[src/design/gcd_pkg.sv]
// ----------------------------------------------------------------------------
// gcd_pkg
// Shared constants for the great-circle distance pipeline: fixed-point
// formats, reciprocal constants and the CORDIC arctangent table.
// ----------------------------------------------------------------------------
package gcd_pkg;

    // CORDIC datapath widths
    localparam int ROT_W = 32;          // rotation x, y, z
    localparam int VEC_W = 34;          // vectoring x, y
    localparam int ANG_W = 32;          // phase angle, 2^32 per turn
    localparam int ATAN_LEN = 40;

    // square root chain: 62-bit radicand, 31-bit root
    localparam int SQ_VW = 62;
    localparam int SQ_RW = 31;
    localparam int SQ_MW = 33;

    // haversine term a in Q30, range [0, 2^30]
    localparam int A_W = 31;
    localparam logic [A_W-1:0] ONE_Q30 = 31'h4000_0000;

    localparam logic signed [ROT_W-1:0] CORDIC_GAIN = 32'sd652032874;

    // degree-to-phase conversion: divide by 45
    localparam int MAG_W = 30;
    localparam int QUO_W = 25;
    localparam int REM_W = 6;
    localparam logic [29:0] DIV_RECIP = 30'd763549742;   // ceil(2^35/45)
    localparam int DIV_RECIP_SH = 35;
    localparam logic [18:0] FRAC_RECIP = 19'd372828;     // ceil(2^24/45)
    localparam int FRAC_RECIP_SH = 24;
    localparam logic [5:0] DIV_K = 6'd45;
    localparam logic [4:0] DIV_HALF = 5'd22;

    // radians-per-phase scaling
    localparam logic [33:0] PI_Q32 = 34'd13493037705;
    localparam int RAD_W = 13;
    localparam logic [RAD_W-1:0] RADIUS_RST = 13'd6371;
    localparam int DIST_W = 25;

    localparam logic [ANG_W-1:0] ATAN_TABLE [ATAN_LEN] = '{
        32'd536870912, 32'd316933406, 32'd167458907, 32'd85004756,
        32'd42667331,  32'd21354465,  32'd10679838,  32'd5340245,
        32'd2670163,   32'd1335087,   32'd667544,    32'd333772,
        32'd166886,    32'd83443,     32'd41722,     32'd20861,
        32'd10430,     32'd5215,      32'd2608,      32'd1304,
        32'd652,       32'd326,       32'd163,       32'd81,
        32'd41,        32'd20,        32'd10,        32'd5,
        32'd3,         32'd1,         32'd1,         32'd0,
        32'd0,         32'd0,         32'd0,         32'd0,
        32'd0,         32'd0,         32'd0,         32'd0
    };

endpackage

[src/design/gcd_rot_cell.sv]
// ----------------------------------------------------------------------------
// gcd_rot_cell
// One rotation-mode CORDIC micro-rotation; passes the quadrant along.
// ----------------------------------------------------------------------------
module gcd_rot_cell #(
    parameter int IDX = 0
) (
    input  logic                            i_clk,
    input  logic                            i_en,
    input  logic signed [gcd_pkg::ROT_W-1:0] i_x,
    input  logic signed [gcd_pkg::ROT_W-1:0] i_y,
    input  logic signed [gcd_pkg::ROT_W-1:0] i_z,
    input  logic [1:0]                      i_k,
    output logic signed [gcd_pkg::ROT_W-1:0] o_x,
    output logic signed [gcd_pkg::ROT_W-1:0] o_y,
    output logic signed [gcd_pkg::ROT_W-1:0] o_z,
    output logic [1:0]                      o_k
);

    localparam logic signed [gcd_pkg::ROT_W-1:0] ATAN = gcd_pkg::ATAN_TABLE[IDX];

    logic signed [gcd_pkg::ROT_W-1:0] r_x, r_y, r_z;
    logic [1:0]                       r_k;
    logic signed [gcd_pkg::ROT_W-1:0] w_dx, w_dy;

    assign w_dx = i_y >>> IDX;
    assign w_dy = i_x >>> IDX;

    always_ff @(posedge i_clk) begin
        if (i_en) begin
            if (!i_z[gcd_pkg::ROT_W-1]) begin
                r_x <= i_x - w_dx;
                r_y <= i_y + w_dy;
                r_z <= i_z - ATAN;
            end else begin
                r_x <= i_x + w_dx;
                r_y <= i_y - w_dy;
                r_z <= i_z + ATAN;
            end
            r_k <= i_k;
        end
    end

    assign o_x = r_x;
    assign o_y = r_y;
    assign o_z = r_z;
    assign o_k = r_k;

endmodule

[config.mk]
export PLATFORM = sky130hd
export DESIGN_NAME = gcd_rot_cell
export DESIGN_NICKNAME = d
export VERILOG_FILES = /design/src/design/gcd_pkg.sv /design/src/design/gcd_rot_cell.sv
export SDC_FILE = /design/constraint.sdc
export NUM_CORES = 1
export LEC_CHECK = 0
export BUFFER_PORTS_ARGS = -buffer_cell sky130_fd_sc_hd__clkbuf_2
export CORE_MARGIN = 3
export CORE_UTILIZATION = 50
export CTS_CLUSTER_SIZE = 40
export DETAILED_ROUTE_END_ITERATION = 12
export PLACE_DENSITY = 0.75
export SLEW_MARGIN = 20
export SYNTH_ARGS = -nofsm -noshare
export SYNTH_HDL_FRONTEND = slang
export SYNTH_SLANG_ARGS = --single-unit
export TNS_END_PERCENT = 30
[constraint.sdc]
create_clock -name i_clk -period 3.6 [get_ports i_clk]
set_input_delay 0.72 -clock i_clk [delete_from_list [all_inputs] [get_ports i_clk]]
set_output_delay 0.72 -clock i_clk [all_outputs]
set_load 0.02 [all_outputs]
# After elaboration in Yosys (flattened, before gate mapping)
# Index checks and enable logic that the tools add are counted.
[word_totals] input_bits=100 word_cells=12 ff_bits=98 output_inout_bits=98
[op_classes] addsub=5 muxes=3
[ops] operator="32-bit 2-to-1 mux" n=3
[ops] operator="32-bit subtractor" n=2
[ops] operator="32-bit by 31-bit adder with 32-bit output, second input constant" n=1
[ops] operator="32-bit adder" n=1
[ops] operator="32-bit by 31-bit subtractor with 32-bit output, second input constant" n=1

# Depth between registers and ports, before layout
[depth] depth_word=2 depth_mapped=12 depth_no_buf=12

# Worst setup path after synthesis
# OpenSTA, ideal clock, no wires.
[synth_timing] path_kind="input port to flip-flop" from="input i_x[0] in the netlist's numbering" to="register r_x, in the netlist o_x[26], data pin" setup_time_ps=268 n_path_buf=0 arrival_ps=2860 setup_slack_ps=472 t_required_ps=3332 cell_stages=12 path_cell_list="inv_1 -> ha_1 -> fa_1 -> and4b_1 -> a2111oi_0 -> o21ai_1 -> o21ai_0 -> o21ba_1 -> o21ai_0 -> a21oi_1 -> o311a_1 -> xnor2_1"
[synth_via] elab_chain_cells=2 elab_cells_between_ends=3 cone_classes="add/sub: 2; mux: 1"
[synth_lines] item="from (decl)" line_no="gcd_rot_cell.sv:10" source="input logic signed [gcd_pkg::ROT_W-1:0] i_x,"
[synth_lines] item="32-bit subtractor or 32-bit adder (tied branches)" line_no="gcd_rot_cell.sv:32, gcd_rot_cell.sv:36"
[synth_lines] item="32-bit 2-to-1 mux (*)" line_no="gcd_rot_cell.sv:31" source="if (!i_z[gcd_pkg::ROT_W-1]) begin"
[synth_lines] item="to (signal assigned)" line_no="gcd_rot_cell.sv:32" source="r_x <= i_x - w_dx;"
[synth_lines] item="to (signal assigned)" line_no="gcd_rot_cell.sv:36" source="r_x <= i_x + w_dx;"
[synth_lines] item="to (decl)" line_no="gcd_rot_cell.sv:22" source="logic signed [gcd_pkg::ROT_W-1:0] r_x, r_y, r_z;"
# Every way passes the cells marked *; elsewhere a longest branch is shown, timed or not.
# A chain may end at the register's enable or synchronous reset.

# Final worst setup path
# Ends and elaborated chain as after synthesis.

==> metrics.csv <==
metric,value,unit
post-place setup slack,-148,ps
Yosys reg bits,97,
Mean Syn Cell Area,9.00,sq um
Placed Area,10300,sq um
critical path type,input pin to flip-flop,
vias in the first global route,7675,
Worst Hold Class,input pin to flip-flop,
initial antenna violation count,0,
DRT Pass-1 Iters,5,
layout cells sized above 1,27.8,%
Worst Setup SP,i_x[0],
Hold Fails Final Rpt,0,
met1 Usage GRT,41.5,%
Area Growth Syn to Fin,25.5,%
"Slew Viols, Final",0,
crit start category,input pin,
Buffers on Ports,197,
filler instances,1450,
total number of H-tree levels,3,
via count,8153,
Worst Min Path Start,i_z[24],
Inserted Clock Buffers,9,
Cell Rows,46,
GRT Total Usage,29.2,%
clk root buf,clkbuf_16,
crit-path max FO,3,
status,"complete, no violations",
fin worst setup slack,135,ps
io pins,198,
Global Route met3 Usage,7.13,%
drt total wl,27.2,mm
"commonest cells after routing, fill and taps aside","clkbuf_2, a21oi_1, nor2_1, buf_4, edfxtp_1",
CP Data Required Time,3690,ps
Finished Cell Area,10600,sq um
vias per cell,5.72,
wire per inst,19.1,um
synth warn,0,
CTS max path bufs,2,
RD Place Congestion,0.979,
ant diodes,0,
DP Cell Count,1410,
Final nets,1403,
Async SR Flop Fraction,0,%
Worst-path clk slew,70,ps
CP arrival,3550,ps
Initial Utilization,52.1,%
fmax,289,MHz
power after layout,4.11,mW
global routing's busiest layer,met2,
die area,18400,sq um
CP Capture Type,flip-flop,
CTS tree,yes,
"Seq/Total Area, Yosys",34.6,%
core footprint,16200,sq um
pin count of the biggest net entering global routing,63,
grt met2 use,44.1,%
fin crit share,96.3,%
Most used DFF post-synth,edfxtp_1,
Post-synth EDFFs,97,
Final Setup Violations,0,
worst rel slew slack,54.6,%
max_cap viols,0,
# DRC,0,
Mapped Nets,1134,
antenna-violating nets left,0,
DIE WIDTH,136,um
final core area utilization,65.3,%
"most common cell after layout, fill and taps aside",clkbuf_2,
CTS Sinks,97,
Die Ht,136,um
leakage power,4.90,nW
final non-filler cell total,1426,
Synth cell types,76,
GRT Residual Overflow,0,
DPL Wire Length,22.6,mm
RSZ-0062 raised after global routing,false,
first-pass GRT wire length,41.6,mm
Power Dens Cells,389,nW/um^2
hold slack,550,ps
Final min period,3470,ps
Slew @ Worst Pin,673,ps
Max IR drop VDD,241,uV
Post-Route Setup TNS,0,ps
1st-iter DRT viols,784,
Cells after Synth,936,
Post-Synthesis Cell Area,8420,sq um
-- critical path, stage by stage --
cell and delay [ps]:
clkbuf_2 90, inv_1 50, ha_1 230, fa_1 410
and4b_1 290, a2111oi_0 80, buf_4 150, o21ai_1 200
o21ai_0 240, o21ba_1 290, o21ai_0 170, a21oi_1 130
o311a_1 380, xnor2_1 130
-- area by class of cell --
| type | instances | area (sq um) | area share, % |
|---|---|---|---|
| clock buffer | 9 | 225 | 2.13 |
| clock inverter | 7 | 68.8 | 0.651 |
| inverter | 97 | 364 | 3.45 |
| multi-input combinational | 703 | 4980 | 47.1 |
| sequential | 97 | 2910 | 27.6 |
| tap | 216 | 270 | 2.56 |
| timing repair buffer | 297 | 1750 | 16.6 |
-- flip-flops by register name, summed over array words and instances, names as in the netlist --
name and flops:
o_k 2, o_x 31, o_y 32, o_z 32
-- what timing repair did --
item / in CTS / in global routing
resized for setup: 0 / 1
setup endpoints to repair: 0 / 1
buffers inserted: 0 / 0
hold buffers: 0 / 0
-- synthesized netlist by cell type (5+ instances only) --
library cell	instances	area (sq um)
a211oi_1	6	45.0
a21o_1	17	128
a21oi_1	104	521
a31oi_1	8	50.1
buf_1	8	30.0
buf_2	13	65.1
clkbuf_1	16	60.1
edfxtp_1	97	2910
ha_1	94	1180
inv_1	90	338
inv_2	5	18.8
mux2i_1	13	130
nand2_1	43	161
nand2b_1	8	50.1
nand3_1	15	75.1
nand4_1	8	50.1
nor2_1	102	383
nor2b_1	10	62.6
nor3_1	23	115
nor4_1	5	31.3
o211ai_1	8	60.1
o21a_1	6	45.0
o21ai_0	58	290
o21ai_1	9	45.0
o21bai_1	12	90.1
o221ai_1	5	43.8
o31ai_1	9	67.6
xnor2_1	56	490
xor2_1	5	43.8
-- path summary, 6_finish.rpt --
path / depth (start not counted) / end / slack (ps)
worst max-delay path: 14 / o_x[26] / 130
worst min-delay path: 1 / o_z[24] / 550
-- cells by family (layout without fill, tap and decap cells) --
group | count (synthesis) | after routing | share of synthesized area (%)
simple gates | 233 | 233 | 12.9
compound gates | 297 | 297 | 23.3
xor+xnor | 61 | 61 | 6.34
flops | 97 | 97 | 34.6
mux | 14 | 14 | 1.68
fa+ha+maj | 98 | 98 | 14.9
buf+inv | 136 | 410 | 6.34
-- power by group --
| part | internal, mW | switching (mW) |
|---|---|---|
| clock | 0.486 | 0.448 |
| combinational | 0.634 | 1.03 |
| sequential | 1.45 | 0.0548 |
-- routing by layer --
layer	up-vias	part of all wire [%]
met3	48	11
met4	0	2.2
met2	445	43
met5	-	0
li1	3897	-
met1	3763	44
Note: power is estimated with default switching activity, not from simulation.
