--- config.mk ---
export PLATFORM = sky130hd
export DESIGN_NAME = gcd_phase
export DESIGN_NICKNAME = d
export VERILOG_FILES = /design/src/design/gcd_pkg.sv /design/src/design/gcd_phase.sv
export SDC_FILE = /design/constraint.sdc
export NUM_CORES = 1
export LEC_CHECK = 0
export ABC_AREA = 1
export BUFFER_PORTS_ARGS = -buffer_cell sky130_fd_sc_hd__buf_2
export CAP_MARGIN = 15
export CORE_UTILIZATION = 46
export CTS_CLUSTER_SIZE = 8
export DETAILED_ROUTE_END_ITERATION = 7
export SETUP_SLACK_MARGIN = 0.1
export SLEW_MARGIN = 25
export SYNTH_ARGS = -nofsm -noshare
export SYNTH_HDL_FRONTEND = slang
export SYNTH_SLANG_ARGS = --single-unit
--- constraint.sdc ---
create_clock -name i_clk -period 9 [get_ports i_clk]
set_input_delay 0.45 -clock i_clk [delete_from_list [all_inputs] [get_ports i_clk]]
set_output_delay 0.45 -clock i_clk [all_outputs]
set_load 0.01 [all_outputs]
--- src/design/gcd_pkg.sv ---
// ----------------------------------------------------------------------------
// gcd_pkg
// Shared constants for the great-circle distance pipeline: fixed-point
// formats, reciprocal constants and the CORDIC arctangent table.
// ----------------------------------------------------------------------------
package gcd_pkg;

    // CORDIC datapath widths
    localparam int ROT_W = 32;          // rotation x, y, z
    localparam int VEC_W = 34;          // vectoring x, y
    localparam int ANG_W = 32;          // phase angle, 2^32 per turn
    localparam int ATAN_LEN = 40;

    // square root chain: 62-bit radicand, 31-bit root
    localparam int SQ_VW = 62;
    localparam int SQ_RW = 31;
    localparam int SQ_MW = 33;

    // haversine term a in Q30, range [0, 2^30]
    localparam int A_W = 31;
    localparam logic [A_W-1:0] ONE_Q30 = 31'h4000_0000;

    localparam logic signed [ROT_W-1:0] CORDIC_GAIN = 32'sd652032874;

    // degree-to-phase conversion: divide by 45
    localparam int MAG_W = 30;
    localparam int QUO_W = 25;
    localparam int REM_W = 6;
    localparam logic [29:0] DIV_RECIP = 30'd763549742;   // ceil(2^35/45)
    localparam int DIV_RECIP_SH = 35;
    localparam logic [18:0] FRAC_RECIP = 19'd372828;     // ceil(2^24/45)
    localparam int FRAC_RECIP_SH = 24;
    localparam logic [5:0] DIV_K = 6'd45;
    localparam logic [4:0] DIV_HALF = 5'd22;

    // radians-per-phase scaling
    localparam logic [33:0] PI_Q32 = 34'd13493037705;
    localparam int RAD_W = 13;
    localparam logic [RAD_W-1:0] RADIUS_RST = 13'd6371;
    localparam int DIST_W = 25;

    localparam logic [ANG_W-1:0] ATAN_TABLE [ATAN_LEN] = '{
        32'd536870912, 32'd316933406, 32'd167458907, 32'd85004756,
        32'd42667331,  32'd21354465,  32'd10679838,  32'd5340245,
        32'd2670163,   32'd1335087,   32'd667544,    32'd333772,
        32'd166886,    32'd83443,     32'd41722,     32'd20861,
        32'd10430,     32'd5215,      32'd2608,      32'd1304,
        32'd652,       32'd326,       32'd163,       32'd81,
        32'd41,        32'd20,        32'd10,        32'd5,
        32'd3,         32'd1,         32'd1,         32'd0,
        32'd0,         32'd0,         32'd0,         32'd0,
        32'd0,         32'd0,         32'd0,         32'd0
    };

endpackage

--- src/design/gcd_phase.sv ---
// ----------------------------------------------------------------------------
// gcd_phase
// Converts a signed angle in 2^-20 degree units to a 32-bit phase,
// round(val * 2^SHIFT / 45), halves away from zero, in four stages.
// ----------------------------------------------------------------------------
module gcd_phase #(
    parameter int SHIFT = 8
) (
    input  logic                     i_clk,
    input  logic                     i_en,
    input  logic signed [29:0]       i_val,
    output logic [gcd_pkg::ANG_W-1:0] o_phase
);

    localparam int NUM_W = gcd_pkg::REM_W + SHIFT + 1;
    localparam int TP_W = NUM_W + 19;

    logic [gcd_pkg::MAG_W-1:0] r_mag1, r_mag2;
    logic                      r_neg1, r_neg2, r_neg3;
    logic [gcd_pkg::QUO_W-1:0] r_quo2, r_quo3;
    logic [gcd_pkg::REM_W-1:0] r_rem3;
    logic [gcd_pkg::ANG_W-1:0] r_phase;

    logic [59:0]               w_prod;
    logic [gcd_pkg::MAG_W-1:0] w_rem;
    logic [NUM_W-1:0]          w_num;
    logic [TP_W-1:0]           w_tp;
    logic [gcd_pkg::ANG_W-1:0] w_val;

    always_comb begin
        w_prod = 60'(r_mag1) * 60'(gcd_pkg::DIV_RECIP);
        w_rem  = r_mag2 - gcd_pkg::MAG_W'(30'(r_quo2) * 30'(gcd_pkg::DIV_K));
        w_num  = (NUM_W'(r_rem3) << SHIFT) + NUM_W'(gcd_pkg::DIV_HALF);
        w_tp   = TP_W'(w_num) * TP_W'(gcd_pkg::FRAC_RECIP);
        w_val  = (gcd_pkg::ANG_W'(r_quo3) << SHIFT)
               + gcd_pkg::ANG_W'(w_tp >> gcd_pkg::FRAC_RECIP_SH);
    end

    always_ff @(posedge i_clk) begin
        if (i_en) begin
            r_mag1  <= i_val[29] ? gcd_pkg::MAG_W'(-i_val) : gcd_pkg::MAG_W'(i_val);
            r_neg1  <= i_val[29];
            r_quo2  <= w_prod[gcd_pkg::DIV_RECIP_SH +: gcd_pkg::QUO_W];
            r_mag2  <= r_mag1;
            r_neg2  <= r_neg1;
            r_rem3  <= w_rem[gcd_pkg::REM_W-1:0];
            r_quo3  <= r_quo2;
            r_neg3  <= r_neg2;
            r_phase <= r_neg3 ? -w_val : w_val;
        end
    end

    assign o_phase = r_phase;

endmodule

Yosys cells after proc, flatten, opt, wreduce, memory -nomap -nowiden
Index checks and enable logic that the tools add are counted.
- divide/modulo/power cells: 0
- eq/ne operators: 0
- bitwise gates (word level): 0
- add/sub/neg operators: 5
- magnitude comparators: 0
- multiply operators: 3
- reduce and logical (&&, ||, !) cells: 0
- mux-type cells: 2
- shift-type cells: 0
- operator list (operator ; number):
    multiplier 30 x 29 -> 59 bit (second input constant) ; 1
    adder 32 x 10 -> 32 bit ; 1
    multiplier 15 x 17 -> 32 bit (second input constant) ; 1
    two-way mux 32 bit ; 1
    negation 32 bit ; 1
    negation 30 bit ; 1
    two-way mux 29 bit ; 1
    multiplier 25 x 6 -> 6 bit (second input constant) ; 1
    adder 14 x 5 -> 15 bit (second input constant) ; 1
    subtractor 6 bit ; 1
- RAM bits: 0
- logic and storage cells: 20
- memories kept: 0
- input port bits: 32
- output and inout bits: 32
- bits in registers: 126
- bits in read-only memories: 0
- latch bits: 0

Depth between registers and ports, before layout
- word-level depth: 5
- gate-level depth with buffers: 44
- depth with buffers taken out: 44

Least setup slack after synthesis
Ideal clock, no wire load.
- kind: register to register
- from: register r_mag1[4] (netlist name)
- to: register r_quo2[17] (netlist name), data pin
- data required time: 8741 ps
- stages on the path, launching flop included: 23
- period minus slack after synthesis: 6319 ps
- setup time: 259 ps
- buffers on the path: 0
- arrival time: 6060 ps
- path slack: 2681 ps
- cell sequence: edfxtp_1 > ha_1 > fa_1 > inv_1 > fa_1 > inv_1 > fa_1 > fa_1 > inv_1 > fa_1 > inv_1 > fa_1 > fa_1 > ha_1 > nand2_1 > nor2_1 > inv_1 > nor4_2 > nand3_1 > nand3_1 > a21oi_1 > o211ai_1 > nand2_1
- word-level cells in the longest chain between the ends: 1
- RTL lines (what ; RTL line ; source):
    from (decl) ; gcd_phase.sv:18 ; logic [gcd_pkg::MAG_W-1:0] r_mag1, r_mag2;
    from (signal assigned) ; gcd_phase.sv:41 ; r_mag1 <= i_val[29] ? gcd_pkg::MAG_W'(-i_val) : gcd_pkg::MAG_W'(i_val);
    multiplier 30 x 29 -> 59 bit ; gcd_phase.sv:31 ; w_prod = 60'(r_mag1) * 60'(gcd_pkg::DIV_RECIP);
    named net w_prod[52] ; gcd_phase.sv:24 ; logic [59:0] w_prod;
    to (signal assigned) ; gcd_phase.sv:43 ; r_quo2 <= w_prod[gcd_pkg::DIV_RECIP_SH +: gcd_pkg::QUO_W];
    to (decl) ; gcd_phase.sv:20 ; logic [gcd_pkg::QUO_W-1:0] r_quo2, r_quo3;
The timed path passes the listed nets, and every way through them passes these cells.
A chain may end at the register's enable or synchronous reset.

Worst setup path in the final report
- from: register r_mag1[16] (netlist name)
- to: register r_quo2[18] (netlist name), data pin
The elaborated chain is that of the path after synthesis.

==> results.md <==
* Final ANT Viol Nets at 0
* Design Area, Final at 25300 um2
* Die Height at 228.1 um
* Die ar. at 52030 um2
* Worst rel slew slack at 0.5148
* Diodes inserted at 0
* Met3 GRT Util at 0.04063
* Critical Setup Path Class: reg -> reg
* Port Buffers at 63
* CP Max Fanout at 6
* Distinct cells, synth at 47
* Number of synthesized flops with an enable pin at 125
* Initial Util at 0.4677
* Vias in the first global route at 18.52k
* Clock Pin Slew Worst Setup and Hold Paths at 60 ps
* Vias per inst at 5.082
* Ys Warns at 0
* CTS Hold Bufs at 0
* Hold Crit Class: in -> reg
* I/O pins at 64
* Syn Nets at 3449
* Routing usage on met2 at 0.4342
* Area share of the largest cell type after synthesis at 0.2690
* Clock Skew at 14.55 ps
* Layout cells sized above 1 at 0.05320
* Largest cells by area after synthesis: fa_1 (27%), ha_1 (23%), edfxtp_1 (16%)
* Fin crit share at 0.8395
* Area leader, netlist: fa_1
* TritonRoute pass-1 iters at 7
* Post-CTS Setup Repair Bufs at 0
* Post-CTS Resized at 0
* Critical path arrival at 7780 ps
* Via count at 17.46k
* Core ar. at 50270 um2
* Hold Fails Final Rpt at 0
* CTS Buf Count at 17
* Mapped Area at 23510 um2
* Final wirelength at 62.94 mm
* Clk Latency, worst-skew pair at 480 ps
* Synth Flop Type: edfxtp_1
* Final layout net count at 3527
* Yosys reg bits at 125
* Status: complete, no violations
* Max Slew Vio Count at 0
* Minimum clock period at 7556 ps
* Clk sinks at 125
* 1st-iter DRT viols at 935
* Die width at 228.1 um
* Cell Count Post-Placement at 3403
* # DRC at 0
* Root cell of the clock tree: clkbuf_16
* CTS tree: done
* Met1 usage at 0.3123
* Finished Layout Cells at 3435
* Maxcap violations at 0
* GR peak layer: met2
* Final HPWL DP at 55.15 mm
* Synthesized area per cell at 8.800 um2
* Fill count at 4837
* Nature of the critical path startpoint: flip-flop
* Sequential element share of the synthesized area at 0.1596
* RSZ-0062 raised after global routing: false
* Slew @ Worst Pin at 727.8 ps
* Synth-to-layout area growth at 7.599%
* Initial antenna violation count at 1
* Worst path required time at 9230 ps
* FP Rows at 82
* Placed instance area at 24670 um2
* Wire length per cell at 18.32 um
* GP Congestion at 0.9435
* Post-synth top cells: inv_1 (698), nand2_1 (445), ha_1 (429)
* Final setup fails at 0
* CTS Buffer Depth at 2
* First-pass GRT wire length at 99.22 mm
* H-tree Lvls at 4
* Setup tns final at 0 ps
* Largest net degree at the start of global routing at 83
* Cells after synthesis at 2672
* Total grt overflow at 0
* Worst Setup End Kind: flip-flop
* GRT Overall Usage at 0.2502
* Most common cell in the netlist: inv_1
* Ys async rst share at 0
* FMAX at 0.1324 GHz
## cell families after synthesis
group / synth area share
AO/OA/AOI/OAI: 0.05092
XOR/XNOR: 0.03241
adder cells (fa/ha/maj): 0.4973
buffers and inverters: 0.1138
flip-flops: 0.1596
AND/OR/NAND/NOR: 0.1459
## cells in the final DEF, fill, tap and decap left out, types with 29 or more instances in the layout
cell type / synthesis / routed
inv_1: 698 / 698
nand2_1: 445 / 445
ha_1: 429 / 429
fa_1: 316 / 316
nor2_1: 180 / 180
edfxtp_1: 125 / 125
nand3_1: 70 / 70
xor2_1: 65 / 65
a21oi_1: 63 / 63
buf_2: 0 / 62
o21ai_0: 60 / 60
nand4_1: 29 / 29
## critical path, stage by stage (launching register included)
cell,delay [ps]
edfxtp_1,660
ha_1,670
inv_1,120
fa_1,540
inv_1,50
fa_1,530
fa_1,440
fa_1,490
inv_1,70
fa_1,540
inv_1,50
fa_1,580
fa_1,440
ha_1,390
nand2_1,90
nand2_1,70
a31oi_1,230
o21ai_0,130
a21oi_1,350
nand3_1,270
a21oi_1,340
o21ai_0,120
nand2_1,70
nand2_1,60
## state kept, by name, indices dropped and copies added, names as in the netlist
signal	cells
r_mag2	6
r_quo2	24
r_neg2	1
r_quo3	24
r_rem3	6
o_phase	32
r_neg3	1
r_mag1	30
r_neg1	1
## path summary, 6_finish.rpt
check / cells past startpoint / slack (ps) / endpoint / start
worst max register to register: 23 / 1440 / r_quo2[18]$_DFFE_PP_ / r_mag1[16]$_DFFE_PP_
worst min register to register: 0 / 420 / r_quo3[17]$_DFFE_PP_ / r_quo2[17]$_DFFE_PP_
worst min-delay path: 1 / 190 / r_mag1[0]$_DFFE_PP_ / i_val[0]
worst max-delay path: 23 / 1440 / r_quo2[18]$_DFFE_PP_ / r_mag1[16]$_DFFE_PP_
## stage by stage
stage            util  worst slack [ps]  hold WS, ps
2_1_floorplan       -              2681        400.3
3_3_place_gp   0.4905              1441        402.0
3_5_place_dp   0.4908              1510        404.5
4_1_cts        0.5032              1455        150.6
5_1_grt        0.5033              1201        178.4
6_report       0.5033              1444        193.8
## final cells by class
cell class	instances	area, um2	share of cell area
multi-input cells	1834	17080	0.6752
flip-flops and latches	125	3754	0.1484
inverters	707	2654	0.1049
well taps	672	840.8	0.03323
clock buffers	17	425.4	0.01681
repair buffers	65	344.1	0.01360
clock inverters	15	198.9	0.007863
## metal layers
layer	vias to the layer above	part of all wire
met5	-	0
met2	405	0.49
met1	8440	0.43
li1	8508	-
met3	105	0.045
met4	0	0.035
Power is left out: the tool's default activity adds up to more than one toggle a clock period on the data nets, which glitch-free logic cannot reach.
