File: src/design/gcd_pkg.sv
// ----------------------------------------------------------------------------
// gcd_pkg
// Shared constants for the great-circle distance pipeline: fixed-point
// formats, reciprocal constants and the CORDIC arctangent table.
// ----------------------------------------------------------------------------
package gcd_pkg;

    // CORDIC datapath widths
    localparam int ROT_W = 32;          // rotation x, y, z
    localparam int VEC_W = 34;          // vectoring x, y
    localparam int ANG_W = 32;          // phase angle, 2^32 per turn
    localparam int ATAN_LEN = 40;

    // square root chain: 62-bit radicand, 31-bit root
    localparam int SQ_VW = 62;
    localparam int SQ_RW = 31;
    localparam int SQ_MW = 33;

    // haversine term a in Q30, range [0, 2^30]
    localparam int A_W = 31;
    localparam logic [A_W-1:0] ONE_Q30 = 31'h4000_0000;

    localparam logic signed [ROT_W-1:0] CORDIC_GAIN = 32'sd652032874;

    // degree-to-phase conversion: divide by 45
    localparam int MAG_W = 30;
    localparam int QUO_W = 25;
    localparam int REM_W = 6;
    localparam logic [29:0] DIV_RECIP = 30'd763549742;   // ceil(2^35/45)
    localparam int DIV_RECIP_SH = 35;
    localparam logic [18:0] FRAC_RECIP = 19'd372828;     // ceil(2^24/45)
    localparam int FRAC_RECIP_SH = 24;
    localparam logic [5:0] DIV_K = 6'd45;
    localparam logic [4:0] DIV_HALF = 5'd22;

    // radians-per-phase scaling
    localparam logic [33:0] PI_Q32 = 34'd13493037705;
    localparam int RAD_W = 13;
    localparam logic [RAD_W-1:0] RADIUS_RST = 13'd6371;
    localparam int DIST_W = 25;

    localparam logic [ANG_W-1:0] ATAN_TABLE [ATAN_LEN] = '{
        32'd536870912, 32'd316933406, 32'd167458907, 32'd85004756,
        32'd42667331,  32'd21354465,  32'd10679838,  32'd5340245,
        32'd2670163,   32'd1335087,   32'd667544,    32'd333772,
        32'd166886,    32'd83443,     32'd41722,     32'd20861,
        32'd10430,     32'd5215,      32'd2608,      32'd1304,
        32'd652,       32'd326,       32'd163,       32'd81,
        32'd41,        32'd20,        32'd10,        32'd5,
        32'd3,         32'd1,         32'd1,         32'd0,
        32'd0,         32'd0,         32'd0,         32'd0,
        32'd0,         32'd0,         32'd0,         32'd0
    };

endpackage

File: src/design/gcd_vec_cell.sv
// ----------------------------------------------------------------------------
// gcd_vec_cell
// One vectoring-mode CORDIC micro-rotation, accumulating the angle in z.
// ----------------------------------------------------------------------------
module gcd_vec_cell #(
    parameter int IDX = 0
) (
    input  logic                            i_clk,
    input  logic                            i_en,
    input  logic signed [gcd_pkg::VEC_W-1:0] i_x,
    input  logic signed [gcd_pkg::VEC_W-1:0] i_y,
    input  logic signed [gcd_pkg::ANG_W-1:0] i_z,
    output logic signed [gcd_pkg::VEC_W-1:0] o_x,
    output logic signed [gcd_pkg::VEC_W-1:0] o_y,
    output logic signed [gcd_pkg::ANG_W-1:0] o_z
);

    localparam logic signed [gcd_pkg::ANG_W-1:0] ATAN = gcd_pkg::ATAN_TABLE[IDX];

    logic signed [gcd_pkg::VEC_W-1:0] r_x, r_y;
    logic signed [gcd_pkg::ANG_W-1:0] r_z;
    logic signed [gcd_pkg::VEC_W-1:0] w_dx, w_dy;

    assign w_dx = i_y >>> IDX;
    assign w_dy = i_x >>> IDX;

    always_ff @(posedge i_clk) begin
        if (i_en) begin
            if (!i_y[gcd_pkg::VEC_W-1]) begin
                r_x <= i_x + w_dx;
                r_y <= i_y - w_dy;
                r_z <= i_z + ATAN;
            end else begin
                r_x <= i_x - w_dx;
                r_y <= i_y + w_dy;
                r_z <= i_z - ATAN;
            end
        end
    end

    assign o_x = r_x;
    assign o_y = r_y;
    assign o_z = r_z;

endmodule

File: config.mk
export PLATFORM = sky130hd
export DESIGN_NAME = gcd_vec_cell
export DESIGN_NICKNAME = d
export VERILOG_FILES = /design/src/design/gcd_pkg.sv /design/src/design/gcd_vec_cell.sv
export SDC_FILE = /design/constraint.sdc
export NUM_CORES = 1
export LEC_CHECK = 0
export ABC_AREA = 1
export BUFFER_PORTS_ARGS = -buffer_cell sky130_fd_sc_hd__buf_2
export CORE_MARGIN = 3
export CORE_UTILIZATION = 30
export CTS_CLUSTER_SIZE = 28
export DETAILED_ROUTE_END_ITERATION = 10
export GPL_TIMING_DRIVEN = 1
export PLACE_DENSITY = 0.59
export SYNTH_ARGS = -nofsm -noshare
export SYNTH_HDL_FRONTEND = slang
export SYNTH_SLANG_ARGS = --single-unit
File: constraint.sdc
create_clock -name i_clk -period 5.5 [get_ports i_clk]
set_input_delay 0.55 -clock i_clk [delete_from_list [all_inputs] [get_ports i_clk]]
set_output_delay 0.55 -clock i_clk [all_outputs]
set_load 0.01 [all_outputs]
Word level (Yosys, flattened, before mapping)
Index checks and enable logic that the tools add are counted.
{"block": "word_totals", "regBits": 100, "in_bits": 102, "output_inout_bits": 100, "wordCells": 11}
{"block": "classes", "addsub": 5, "mux": 3}
{"op": "34-bit two-way mux", "n": 2}
{"op": "34-bit subtractor", "n": 2}
{"op": "34-bit adder", "n": 1}
{"op": "32-bit by 31-bit adder with 32-bit output, second input constant", "n": 1}
{"op": "32-bit two-way mux", "n": 1}
{"op": "32-bit by 31-bit subtractor with 32-bit output, second input constant", "n": 1}

Logic depth before layout (Yosys ltp)
Gate-level depths: netlist (run 1).
{"block": "logic_depth", "depth_word": 2, "depth_mapped": 18, "mapped_depth_nobuf": 17}

Least setup slack after synthesis (run 1)
OpenSTA, ideal clock, no wires.
{"block": "synth_timing", "path_kind": "input to register", "startpoint": "input i_x[0] (netlist name)", "endpoint": "register r_x, in the netlist o_x[32], data pin", "setup_time_ns": 0.254, "arrival_ns": 1.970, "required_ns": 5.246, "setup_slack_ns": 3.276, "stages": 12, "n_path_buf": 0, "path_cell_list": "ha_1 fa_1 inv_1 nor2_1 nor2_2 o21ai_2 nand2_1 nand2_1 nand2_1 nand3_1 nand3_1 nand2_1"}
{"block": "synth_via", "elab_chain_len": 2, "word_cells_on_any_way": 3, "cone_classes": "add/sub (2); mux (1)"}
{"element": "start, declared", "line": "gcd_vec_cell.sv:10", "rtl": "input logic signed [gcd_pkg::VEC_W-1:0] i_x,"}
{"element": "34-bit adder / 34-bit subtractor (equally long branches)", "line": "gcd_vec_cell.sv:30, gcd_vec_cell.sv:34"}
{"element": "34-bit two-way mux (*)", "line": "gcd_vec_cell.sv:29", "rtl": "if (!i_y[gcd_pkg::VEC_W-1]) begin"}
{"element": "end signal, assigned", "line": "gcd_vec_cell.sv:30", "rtl": "r_x <= i_x + w_dx;"}
{"element": "end signal, assigned", "line": "gcd_vec_cell.sv:34", "rtl": "r_x <= i_x - w_dx;"}
{"element": "end, declared", "line": "gcd_vec_cell.sv:20", "rtl": "logic signed [gcd_pkg::VEC_W-1:0] r_x, r_y;"}
Every way passes the cells marked *; elsewhere a longest branch is shown, timed or not.
A chain may end at the register's enable or synchronous reset.

Final worst setup path (run 1)
{"block": "layout_timing", "startpoint": "input i_x[24] (netlist name)", "endpoint": "register r_y, in the netlist o_y[33], data pin"}
{"block": "layout_via", "elab_chain_len": 2, "word_cells_on_any_way": 3, "cone_classes": "add/sub (2); mux (1)"}
{"element": "34-bit subtractor / 34-bit adder (equally long branches)", "line": "gcd_vec_cell.sv:31, gcd_vec_cell.sv:35"}
{"element": "34-bit two-way mux (*)", "line": "gcd_vec_cell.sv:29"}
{"element": "end signal, assigned", "line": "gcd_vec_cell.sv:31", "rtl": "r_y <= i_y - w_dy;"}
{"element": "end signal, assigned", "line": "gcd_vec_cell.sv:35", "rtl": "r_y <= i_y + w_dy;"}
{"element": "end, declared", "line": "gcd_vec_cell.sv:20"}
Marked as above.

==> metrics.txt, run 1 <==
status=finished clean; footprint of the multi-input gates=6240 um2; filler instances=3703; initial antenna violation count=0; DR WL/cell=18.1 um; Mapped Area=10300 um2; syn nets=1705; HP Class=input port to register; die height=192 um; hpwl dp=32100 um; Seq cells post-synth=99; Setup Viol. Count Final=0; worst min-delay path startpoint=i_z[12]; LEAKAGE=5.89 nW; XOR/XNOR Fraction of Synth Area=0.0237; max incr delay on CP=0.57 ns; number of global-route vias before repair=9987; PwrDens=230 nW/um2; Mapped Cells=1499; Post-synth top flop=edfxtp_1; largest family of logic cells by synthesized area=simple AND/OR/NAND/NOR gates; initial core utilization=0.307; Port Buffer Count=201; Sink Count=99; drt first pass iters=7; Worst Hold End=o_z[12]; Worst Max-Slew Pin Slew=0.768 ns; total number of vias=10.5k; Max transition margin=0.488; clock transition at the registers of the reported paths=0.07 ns; Via-to-Cell Ratio=4.97; FF/Latch Area=2970 um2; Setup TNS Final=0 ns; final period utilization=0.484; pin count of the biggest net entering global routing=64; Final Slew Violations=0; CP Data Arrival Time=2.78 ns; CTS root buf=clkbuf_16; Die Wd=192 um; Crit-path slowest cell=ha_1; cell count after placement=2107; asr flop ratio synth=0; layout cells sized above 1=0.172; TritonCTS Buffers=9; critical path start-end classification=input port to register; post-CTS setup buffer count=0; final worst slack=2.84 ns; Synth cell types=45; DRC=0; Final ANT Viol Nets=0; crit path time final=2.66 ns; syn_area_per_cell=6.89 um2; Nets=1876; post-synthesis sequential area ratio=0.288; VDD IR max=0.000155 V; post-synthesis mux area share=0.00194; simple-gate share of the synthesized area=0.307; hold depth=1; pre-CTS setup slack=2.53 ns; Final Hold Viols=0; CP max FO=9; post-route insts no fill=2123; ant diodes=0; CTS tree=built; Max Buffers Root-to-Sink=2; hold slack=0.360 ns; number of synthesized flops with an enable pin=99; max cap viols=0; Yosys warning total=0; area share of fa/ha/maj cells after synthesis=0.129; CTS H-Tree Depth=3; final WL=38400 um; first-pass GRT wire length=57300 um; CP endpoint kind=register; worst-path cell chain=buf_2 -> inv_1 -> ha_1 -> inv_1 -> a21oi_1 -> a21boi_1 -> nand2_1 -> a21oi_1 -> nand2_1 -> nand2_1 -> nand2_1 -> nand2_1 -> nand2_1; startpoint types=input port; P&R area growth vs syn=15.4%; CORE AREA=33700 um2; CP dominant cell by count=nand2_1; RSZ-0062 raised after global routing=no; Synth Area in Compound Gates=0.143; gp weighted congestion=0.926; utilization after layout=0.354; die area=36700 um2; total track usage=0.205; gr ovfl total=0; cts repair resizes=0; Hold Buf Count CTS=0; WP data required=5.61 ns; Site Rows=67; f_max=0.376 GHz; Ports=202; Iter 0 DRT Violations=894
[worst max path at each step]
stage	start	endpoint	slack, ns	cells after the start
floorplan	i_x[0]	o_x[32]	3.28	12
global placement	i_x[6]	o_x[18]	2.55	12
detailed placement	i_x[24]	o_y[33]	2.53	13
CTS	i_x[6]	o_x[18]	2.92	12
global route	i_x[24]	o_y[33]	2.67	13
finish	i_x[24]	o_y[33]	2.84	13
[cell type report]
type / count / share of cell area
Clock inverter: 6 / 0.00525
Sequential cell: 99 / 0.249
Clock buffer: 10 / 0.0192
Inverter: 219 / 0.0692
Timing Repair Buffer: 204 / 0.0865
Multi-Input combinational cell: 1137 / 0.524
Tap cell: 448 / 0.0470
[per-stage QoR]
stage	power [mW]	cell area (um2)
2_1_floorplan	1.67	10300
3_3_place_gp	2.06	11600
3_5_place_dp	2.07	11600
4_1_cts	2.75	11900
5_1_grt	2.91	11900
6_report	2.74	11900
[flip-flops by register name, summed over array words and instances (netlist names)]
name	count
o_x	34
o_y	33
o_z	32
[logic make-up after synthesis]
logic type	count (synthesis)
compound gates	263
xor+xnor	28
fa+ha+maj	104
buf+inv	263
flops	99
mux	2
simple gates	740
[layer usage]
| metal | part of all wire | wire length [um] | track usage |
|---|---|---|---|
| met3 | 0.078 | 2990 | 0.0277 |
| met4 | 0.010 | 383 | 0.0327 |
| met2 | 0.45 | 17100 | 0.325 |
| met5 | 0 | 0 | 0 |
| met1 | 0.47 | 17900 | 0.301 |
[worst max-delay path: cells and delay by family]
| family | cells | cell delay (ns) |
|---|---|---|
| AO/OA/AOI/OAI | 3 | 0.78 |
| adder cells (fa/ha/maj) | 1 | 0.57 |
| buffers and inverters | 3 | 0.41 |
| AND/OR/NAND/NOR | 6 | 0.46 |
[cells in the mapped netlist, drive strengths merged, types with 11 or more instances]
master	number	area, um2
xor2	26	228
nand4	11	68.8
buf	39	275
a21oi	124	658
o21bai	13	97.6
nand2	412	1580
nor3	17	105
o21ai	95	494
nor2	147	592
edfxtp	99	2970
ha	100	1250
inv	218	821
nand3	140	716
[power breakdown]
group,switching (mW),internal (mW)
combinational,0.739,0.344
clock,0.318,0.355
sequential,0.0311,0.951
[cell usage in the layout, fill, tap and decap left out, drive strengths merged]
| cell type | count |
|---|---|
| a21boi | 1 |
| a21o | 10 |
| a21oi | 124 |
| a31oi | 3 |
| and2 | 2 |
| buf | 204 |
| bufinv | 1 |
| clkbuf | 10 |
| clkinv | 3 |
| edfxtp | 99 |
| fa | 4 |
| ha | 100 |
| inv | 221 |
| mux2i | 2 |
| nand2 | 412 |
| nand3 | 140 |
| nand3b | 3 |
| nand4 | 11 |
| nor2 | 147 |
| nor3 | 17 |
| nor4 | 3 |
| o211ai | 5 |
| o21a | 2 |
| o21ai | 95 |
| o21bai | 13 |
| o22ai | 7 |
| o31ai | 3 |
| or2 | 5 |
| xnor2 | 2 |
| xor2 | 26 |
No activity file was read; power rests on OpenSTA's default activity.
==> run 2: changes to the inputs <==
- clock period: 5.5 -> 2.53 ns (I/O delays scaled with it)
==> metrics.txt, run 2 (same netlist as run 1, synthesis figures left out) <==
number of global-route vias before repair=10.6k; DR WL/cell=17.4 um; most frequent cells in the layout=nand2_1 (399), inv_1 (206), buf_2 (200); Setup Viol. Count Final=0; CP top delay family=compound AO/OA/AOI/OAI gates; Crit-path slowest cell=ha_1; Site Rows=67; LEAKAGE=6.37 nW; post-CTS setup buffer count=0; die area=36700 um2; utilization after layout=0.377; final WL=38700 um; CP endpoint kind=register; max incr delay on CP=0.49 ns; post-route insts no fill=2223; CP dominant cell by count=nand2_1; Ports=202; layout cells sized above 1=0.219; initial core utilization=0.307; clock transition at the registers of the reported paths=0.08 ns; CTS H-Tree Depth=3; RSZ-0062 raised after global routing=no; final period utilization=0.867; status=finished clean; Setup TNS Final=0 ns; crit path time final=2.19 ns; CTS root buf=clkbuf_16; total track usage=0.209; P&R area growth vs syn=22.9%; Worst Max-Slew Pin Slew=0.548 ns; Sink Count=99; Final Slew Violations=0; f_max=0.456 GHz; ant diodes=0; Max Buffers Root-to-Sink=2; die height=192 um; max cap viols=0; Via-to-Cell Ratio=4.84; HP Class=input port to register; TritonCTS Buffers=9; Final ANT Viol Nets=0; gp weighted congestion=0.965; gr ovfl total=0; VDD IR max=0.000333 V; Max transition margin=0.635; critical path start-end classification=input port to register; total number of vias=10.8k; worst-path cell chain=buf_2 -> inv_1 -> ha_1 -> a21oi_1 -> o21ai_0 -> buf_4 -> nand2_1 -> nand2_1 -> a21oi_1 -> nand3_1 -> nand3_1 -> nand2_1; Hold Buf Count CTS=0; first-pass GRT wire length=58600 um; Iter 0 DRT Violations=855; Port Buffer Count=201; DRC=0; CP max FO=10; startpoint types=input port; CP Data Arrival Time=2.33 ns; pin count of the biggest net entering global routing=70; cell count after placement=2207; CTS tree=built; CORE AREA=33700 um2; Final Hold Viols=0; initial antenna violation count=0; most common cell after layout, fill and taps aside=nand2_1; PwrDens=480 nW/um2; Die Wd=192 um; max FFs per register=34; drt first pass iters=5; WP data required=2.66 ns; Nets=1976; hpwl dp=32900 um; cts repair resizes=0; worst path buffer plus inverter count=3
## run 2: cell types whose count changed in the layout (fill, tap and decap cells not counted)
cell        delta
buf_4         +97
inv_8          +1
buf_12         +3
clkinv_2       -1
bufinv_16      -1
clkbuf_1       -1
clkinv_1       +1
clkinvlp_4     +1
## run 2: through the flow
stage	total power [mW]	setup slack [ns]	area, um2	hold slack (ns)
global placement	4.71	0.0278	12400	0.430
finish	6.09	0.337	12700	0.0544
detailed placement	4.73	0.0300	12400	0.431
floorplan	3.64	0.603	10300	0.352
global route	6.49	0.164	12700	0.0461
CTS	6.12	0.428	12700	0.0377
## run 2: cell type report
class / instances / area (um2)
Inverter: 219 / 825
Sequential cell: 99 / 2970
Tap cell: 448 / 561
Multi-Input combinational cell: 1137 / 6240
Clock buffer: 9 / 225
Timing Repair Buffer: 304 / 1820
Fill cell: 3702 / 21000
Clock inverter: 7 / 50.0
## run 2: metal layers
layer	wire, um	share of wire	global-route usage
met5	0	0	0
met4	653	0.017	0.0485
met3	2360	0.061	0.0292
met2	16500	0.43	0.322
met1	19100	0.50	0.307
## run 2: path summary, 6_finish.rpt
| path | from | to | slack, ns | cells past startpoint |
|---|---|---|---|---|
| worst min-delay path | i_z[1] | o_z[1] | 0.05 | 1 |
| worst max-delay path | i_x[13] | o_x[28] | 0.34 | 12 |
## run 2: power breakdown
part           internal [mW]  switching, mW  leakage, nW
sequential              2.07         0.0641        0.968
combinational          0.933           1.65         5.26
clock                  0.676          0.699        0.136
total                   3.67           2.42         6.37
